--- src/i2c_ras_pkg.sv ---
// types and codes shared by the i2c register access sequencer
`default_nettype none
package i2c_ras_pkg;

	localparam logic OP_START = 1'b0;
	localparam logic OP_EVENT = 1'b1;

	localparam logic [2:0] CMD_NONE        = 3'd0;
	localparam logic [2:0] CMD_SEND_START  = 3'd1;
	localparam logic [2:0] CMD_SINGLE_RECV = 3'd2;
	localparam logic [2:0] CMD_RECV_START  = 3'd3;
	localparam logic [2:0] CMD_RECV_CONT   = 3'd4;
	localparam logic [2:0] CMD_RECV_FINISH = 3'd5;
	localparam logic [2:0] CMD_SEND_FINISH = 3'd6;

	typedef enum logic [6:0] {
		PH_IDLE      = 7'b0000001,
		PH_RD_SWITCH = 7'b0000010,
		PH_RD_SINGLE = 7'b0000100,
		PH_RD_CONT   = 7'b0001000,
		PH_RD_FINISH = 7'b0010000,
		PH_WR_DATA   = 7'b0100000,
		PH_WR_FINISH = 7'b1000000
	} phase_t;

	typedef struct packed {
		logic       opcode;
		logic [6:0] slave_address;
		logic [7:0] register_address;
		logic       is_read;
		logic [7:0] write_byte;
		logic [7:0] byte_count;
		logic [7:0] event_rx_byte;
		logic       event_error;
	} req_t;

	typedef struct packed {
		logic [2:0] command;
		logic [6:0] target_address;
		logic       target_read;
		logic [7:0] tx_byte;
		logic       rx_valid;
		logic [7:0] rx_byte;
		logic [7:0] rx_index;
		logic       done_res;
		logic       failed;
		logic       rejected;
	} res_t;

endpackage
`default_nettype wire

--- src/i2c_register_access_sequencer_unit.sv ---
// I2C register access sequencer: each request (a start or a master core event) yields
// exactly one result carrying the next core command, a received byte with its index, or
// a completion or rejection status. A request is taken in the cycle it is offered whenever
// the input register is free or moving on, so one request per cycle is sustained while
// results are taken; its result passes from the input register into the result register,
// the two registers bracketing the sequencer state update.
`default_nettype none
module i2c_register_access_sequencer_unit (
	input  wire                      clk,
	input  wire                      arst_n,
	input  wire                      req_valid,
	output logic                     req_ready,
	input  wire i2c_ras_pkg::req_t   req,
	output logic                     res_valid,
	input  wire                      res_ready,
	output i2c_ras_pkg::res_t        res
);
	import i2c_ras_pkg::*;

	logic valid_s1;
	req_t item_s1;
	logic valid_s2;
	res_t res_s2;
	res_t step_res;
	logic adv;

	assign adv       = valid_s1 && (!valid_s2 || res_ready);
	assign req_ready = !valid_s1 || adv;

	i2c_ras_fsm u_fsm (
		.clk    (clk),
		.arst_n (arst_n),
		.step   (adv),
		.item   (item_s1),
		.result (step_res)
	);

	always_ff @(posedge clk or negedge arst_n) begin
		if (!arst_n) begin
			valid_s1 <= 1'b0;
			valid_s2 <= 1'b0;
		end else begin
			if (req_valid && req_ready) begin
				valid_s1 <= 1'b1;
			end else if (adv) begin
				valid_s1 <= 1'b0;
			end
			if (adv) begin
				valid_s2 <= 1'b1;
			end else if (res_ready) begin
				valid_s2 <= 1'b0;
			end
		end
	end

	always_ff @(posedge clk) begin
		if (req_valid && req_ready) begin
			item_s1 <= req;
		end
		if (adv) begin
			res_s2 <= step_res;
		end
	end

	assign res_valid = valid_s2;
	assign res       = res_s2;

endmodule
`default_nettype wire

--- src/i2c_ras_fsm.sv ---
// sequencer state and the per-request step logic
`default_nettype none
module i2c_ras_fsm (
	input  wire                      clk,
	input  wire                      arst_n,
	input  wire                      step,
	input  wire i2c_ras_pkg::req_t   item,
	output i2c_ras_pkg::res_t        result
);
	import i2c_ras_pkg::*;

	phase_t     phase_q, phase_d;
	logic [6:0] addr_q, addr_d;
	logic [7:0] total_q, total_d;
	logic [7:0] count_q, count_d;
	logic [7:0] wbyte_q, wbyte_d;
	logic       busy;
	res_t       res;

	always_comb begin
		res     = '0;
		phase_d = phase_q;
		addr_d  = addr_q;
		total_d = total_q;
		count_d = count_q;
		wbyte_d = wbyte_q;
		case (phase_q)
			PH_RD_SWITCH, PH_RD_SINGLE, PH_RD_CONT, PH_RD_FINISH,
			PH_WR_DATA, PH_WR_FINISH: busy = 1'b1;
			default: busy = 1'b0;
		endcase
		if (item.opcode == OP_START) begin
			if (busy) begin
				res.rejected = 1'b1;
			end else begin
				addr_d  = item.slave_address;
				total_d = (item.byte_count == 8'd0) ? 8'd1 : item.byte_count;
				count_d = 8'd0;
				wbyte_d = item.write_byte;
				phase_d = item.is_read ? PH_RD_SWITCH : PH_WR_DATA;
				res.command        = CMD_SEND_START;
				res.target_address = item.slave_address;
				res.tx_byte        = item.register_address;
			end
		end else if (!busy) begin
			phase_d = PH_IDLE;
		end else if (item.event_error) begin
			phase_d      = PH_IDLE;
			res.done_res = 1'b1;
			res.failed   = 1'b1;
		end else begin
			case (phase_q)
				PH_RD_SWITCH: begin
					res.target_address = addr_q;
					res.target_read    = 1'b1;
					if (total_q == 8'd1) begin
						phase_d     = PH_RD_SINGLE;
						res.command = CMD_SINGLE_RECV;
					end else begin
						phase_d     = PH_RD_CONT;
						res.command = CMD_RECV_START;
					end
				end
				PH_RD_SINGLE, PH_RD_FINISH: begin
					res.rx_valid = 1'b1;
					res.rx_byte  = item.event_rx_byte;
					res.rx_index = count_q;
					count_d      = count_q + 8'd1;
					phase_d      = PH_IDLE;
					res.done_res = 1'b1;
				end
				PH_RD_CONT: begin
					res.rx_valid       = 1'b1;
					res.rx_byte        = item.event_rx_byte;
					res.rx_index       = count_q;
					count_d            = count_q + 8'd1;
					res.target_address = addr_q;
					res.target_read    = 1'b1;
					if ({1'b0, count_q} + 9'd2 == {1'b0, total_q}) begin
						phase_d     = PH_RD_FINISH;
						res.command = CMD_RECV_FINISH;
					end else begin
						res.command = CMD_RECV_CONT;
					end
				end
				PH_WR_DATA: begin
					phase_d            = PH_WR_FINISH;
					res.command        = CMD_SEND_FINISH;
					res.target_address = addr_q;
					res.tx_byte        = wbyte_q;
				end
				PH_WR_FINISH: begin
					phase_d      = PH_IDLE;
					res.done_res = 1'b1;
				end
				default: begin
					phase_d = PH_IDLE;
				end
			endcase
		end
	end

	always_ff @(posedge clk or negedge arst_n) begin
		if (!arst_n) begin
			phase_q <= PH_IDLE;
			addr_q  <= '0;
			total_q <= '0;
			count_q <= '0;
			wbyte_q <= '0;
		end else if (step) begin
			phase_q <= phase_d;
			addr_q  <= addr_d;
			total_q <= total_d;
			count_q <= count_d;
			wbyte_q <= wbyte_d;
		end
	end

	assign result = res;

`ifndef SYNTHESIS
	a_reject_holds: assert property (@(posedge clk) disable iff (!arst_n)
		step && res.rejected |=> $stable(phase_q) && $stable(count_q))
		else $error("rejected request changed sequencer state");
	a_done_idle: assert property (@(posedge clk) disable iff (!arst_n)
		step && res.done_res |=> phase_q == PH_IDLE)
		else $error("finished access did not return to idle");
	a_rx_phase: assert property (@(posedge clk) disable iff (!arst_n)
		step && res.rx_valid |-> phase_q == PH_RD_SINGLE || phase_q == PH_RD_CONT ||
			phase_q == PH_RD_FINISH)
		else $error("received byte outside a read phase");
	a_start_clears: assert property (@(posedge clk) disable iff (!arst_n)
		step && res.command == CMD_SEND_START |=> count_q == 8'd0 && total_q != 8'd0)
		else $error("start did not initialize read counters");
`endif

endmodule
`default_nettype wire
--- config.mk ---
export PLATFORM = sky130hd
export DESIGN_NAME = i2c_register_access_sequencer_unit
export DESIGN_NICKNAME = d
export VERILOG_FILES = /design/src/i2c_ras_pkg.sv /design/src/i2c_register_access_sequencer_unit.sv /design/src/i2c_ras_fsm.sv
export SDC_FILE = /design/constraint.sdc
export NUM_CORES = 1
export LEC_CHECK = 0
export ABC_AREA = 1
export BUFFER_PORTS_ARGS = -buffer_cell sky130_fd_sc_hd__buf_2
export CAP_MARGIN = 40
export CORE_MARGIN = 3
export CORE_UTILIZATION = 45
export DETAILED_ROUTE_END_ITERATION = 16
export PLACE_DENSITY = 0.76
export SYNTH_ARGS = -nofsm -noshare
export SYNTH_HDL_FRONTEND = slang
export SYNTH_SLANG_ARGS = --single-unit
--- constraint.sdc ---
create_clock -name clk -period 3.9 [get_ports clk]
set_clock_uncertainty 0.1 [all_clocks]
set_input_delay 0.39 -clock clk [delete_from_list [all_inputs] [get_ports clk]]
set_output_delay 0.39 -clock clk [all_outputs]
set_load 0.01 [all_outputs]
==> impl_metrics.tcl <==
set metrics [dict create \
    dr.first_iter.drc_count 176 \
    wirelength_um 10400 \
    first_pass_iters 5 \
    fmax_ghz 0.374 \
    hp-class "input port to flip-flop" \
    max_stage_delay_ns 0.41 \
    fin_nets 617 \
    cts_buffer_depth 2 \
    port_buffers 86 \
    status "complete, no violations" \
    die_area_mm2 0.0127 \
    antenna_found_initial 0 \
    required_ns 4.09 \
    critPathArrivalTime_ns 2.86 \
    slew_viol_final 0 \
    crit_chain "nor2_1, nand2_1, nor2_1, nor2_1, nand2_2, inv_2, ha_1, nand2_1, buf_4, mux2_2" \
    wl_met3_um 522 \
    dp_worst_setup_slack_ns 1.29 \
    slew_headroom 0.585 \
    grt_max_degree 40 \
    avgViaCountPerCell 4.94 \
    path_class "flip-flop to flip-flop" \
    power_density_mw_per_mm2 685 \
    die_height_um 113 \
    grt_pass1_wl_um 17400 \
    routed.top_layer "met4" \
    synth_edf_count 81 \
    ys_ff_latch 121 \
    fin_crit_sh 0.685 \
    critPathLaunchType "flip-flop" \
    rsz0062_at_grt "no" \
    met2_length_um 5120 \
    routedWlPerCell_um 14.4 \
    fp-row-count 38 \
    area_growth_pct 25.1 \
    clk_pin_slew_worst_paths_ns 0.06 \
    vias 3549 \
    final.min_clock_period_ns 2.67 \
    fin_area_mm2 0.00641 \
    worstMarginPinSlew_ns 0.621 \
    start_util 0.467 \
    cap_violations 0 \
    peakVddDrop_v 0.000377 \
    postSynthAreaPerCell_um2 11.0 \
    dpl_cell_area_mm2 0.00574 \
    grt_pass1_vias 3564 \
    cp_common_cell "nor2_1" \
    die_x_um 113 \
    antennaDiodeCount 0 \
    leakage_nw 2.91 \
    fillers 883 \
    place_inst 686 \
    synth_area_mm2 0.00512 \
    cts_root_buffer "clkbuf_16" \
    drc 0 \
    fin_util 0.584 \
    netlist_instances 465 \
    grt_overflow_total 0 \
    cts_tree "done" \
    clk_latency_ns 0.42 \
    met1_length_um 4420 \
    critPathMaxFanout 38 \
    cts.sinks 121 \
    synth_nets 516 \
    place_congestion 0.850 \
    fin_setup_tns_ns 0 \
    instances_no_fill 719 \
    dp_hpwl_um 7300 \
    synthArstFlopShare 0.331 \
    ioPinCount 87 \
    grt_use_total 0.177 \
    synth_cell_type_count 34 \
    yosysWarnings 0 \
    core_mm2 0.0110 \
    htreeDepth 4 \
    end_kind "flip-flop" \
    final_hold_viol_count 0 \
    numCtsBuffers 17 \
    slowest_stage "dfrtp_1" \
    setup_ws_ns 1.23 \
    setup_viol_count_final 0 \
    layout-drive-gt1-share 0.271 \
    ys_seq_area_frac 0.670 \
    drtAntennaViolNets 0 \
    ys.flop_type "edfxtp_1" \
    ctsResizeCount 0 \
]
[worst paths after layout]
check                                                   from                            to  slack [ns]  cells after the start
worst max register to register  u_fsm.phase_q[4]$_DFFE_PN0P_  u_fsm.wbyte_q[7]$_DFFE_PN0P_        1.23                     10
max in group asynchronous                             arst_n  u_fsm.total_q[7]$_DFFE_PN0P_        2.90                      3
worst max-delay path            u_fsm.phase_q[4]$_DFFE_PN0P_  u_fsm.wbyte_q[7]$_DFFE_PN0P_        1.23                     10
worst min-delay path                                 req[13]         item_s1[13]$_DFFE_PP_        0.05                      1
min in group asynchronous                             arst_n  u_fsm.count_q[0]$_DFFE_PN0P_        0.33                      2
worst min register to register  u_fsm.phase_q[0]$_DFFE_PN1P_  u_fsm.phase_q[0]$_DFFE_PN1P_        0.37                      2
[per-layer routing]
metal | up-vias | GRT usage
li1 | 1746 | -
met1 | 1668 | 0.230
met2 | 112 | 0.276
met3 | 23 | 0.0433
met4 | 0 | 0.0913
met5 | - | 0
[power by group]
part / switching (mW) / internal, mW / total (mW)
Sequential: 0.153 / 1.66 / 1.82
Combinational: 0.534 / 0.306 / 0.841
Clock: 0.592 / 1.15 / 1.74
[cells in the final DEF (no fill, tap or decap), types with 2 or more instances in the layout]
cell type / count
mux2_2: 8
inv_1: 49
xnor2_1: 2
buf_2: 86
nand2_1: 101
inv_6: 7
nand4_1: 3
o21ai_0: 20
bufinv_16: 5
dfrtp_1: 39
a21oi_1: 7
or2_1: 2
nand3b_1: 2
edfxtp_1: 81
inv_2: 2
nor2_2: 13
nand2_2: 3
xor2_1: 5
clkinv_1: 2
nor2_1: 45
buf_4: 2
o21bai_1: 2
clkbuf_16: 17
nand2_4: 5
nor3_1: 4
ha_1: 5
nand3_1: 48
[state kept, by name, summed over array words and instances (netlist names)]
register and cells:
u_fsm.total_q 8, res 39, valid_s1 1, u_fsm.wbyte_q 8, u_fsm.addr_q 7, u_fsm.count_q 8, item_s1 42, u_fsm.phase_q 7
res_valid 1
[synthesized netlist by cell type (2+ instances only)]
cell      number  area (um2)
nand2_1      101         379
edfxtp_1      81        2430
inv_1         50         188
nand3_1       48         240
nor2_1        45         169
dfrtp_1       39         976
o21ai_0       20         100
nor2_2        13        81.3
mux2_2         8        90.1
a21oi_1        7        35.0
ha_1           5        62.6
nand2_4        5        56.3
xor2_1         5        43.8
clkbuf_1       4        15.0
nor3_1         4        20.0
buf_2          3        15.0
nand2_2        3        18.8
nand4_1        3        18.8
clkinv_1       2        7.51
nand3b_1       2        15.0
o21bai_1       2        15.0
or2_1          2        12.5
xnor2_1        2        17.5
[kinds of logic after synthesis]
| group | Yosys count | share of synthesized area |
|---|---|---|
| simple gates | 231 | 0.208 |
| flops | 121 | 0.670 |
| buf+inv | 62 | 0.0483 |
| compound gates | 31 | 0.0322 |
| mux | 8 | 0.0176 |
| xor+xnor | 7 | 0.0120 |
| fa+ha+maj | 5 | 0.0122 |
[critical path, delay by kind of cell, from the launching register on]
kind          cells  cell delay [ns]
simple gates      6             0.96
buf+inv           2             0.48
flops             1             0.41
mux               1             0.39
fa+ha+maj         1             0.21
[final cells by class]
type                            instances  area, um2  area share
Clock buffer                           17        425      0.0663
Timing Repair Buffer                   91        503      0.0784
Tap cell                              140        175      0.0273
Clock inverter                         15        233      0.0363
Inverter                               53        199      0.0310
Sequential cell                       121       3430       0.536
Multi-Input combinational cell        282       1440       0.225
[stage by stage]
stage / hold WS (ns) / power, mW
2_1_floorplan: -0.00559 / 2.40
3_3_place_gp: 0.359 / 2.62
3_5_place_dp: 0.229 / 2.67
5_1_grt: 0.0269 / 4.63
6_report: 0.0460 / 4.40
4_1_cts: 0.0330 / 4.42
[what timing repair did]
item	in CTS	in global routing
buffers inserted	0	0
hold endpoints to repair	14	0
hold buffers	1	0
(Power assumes the default switching activity.)
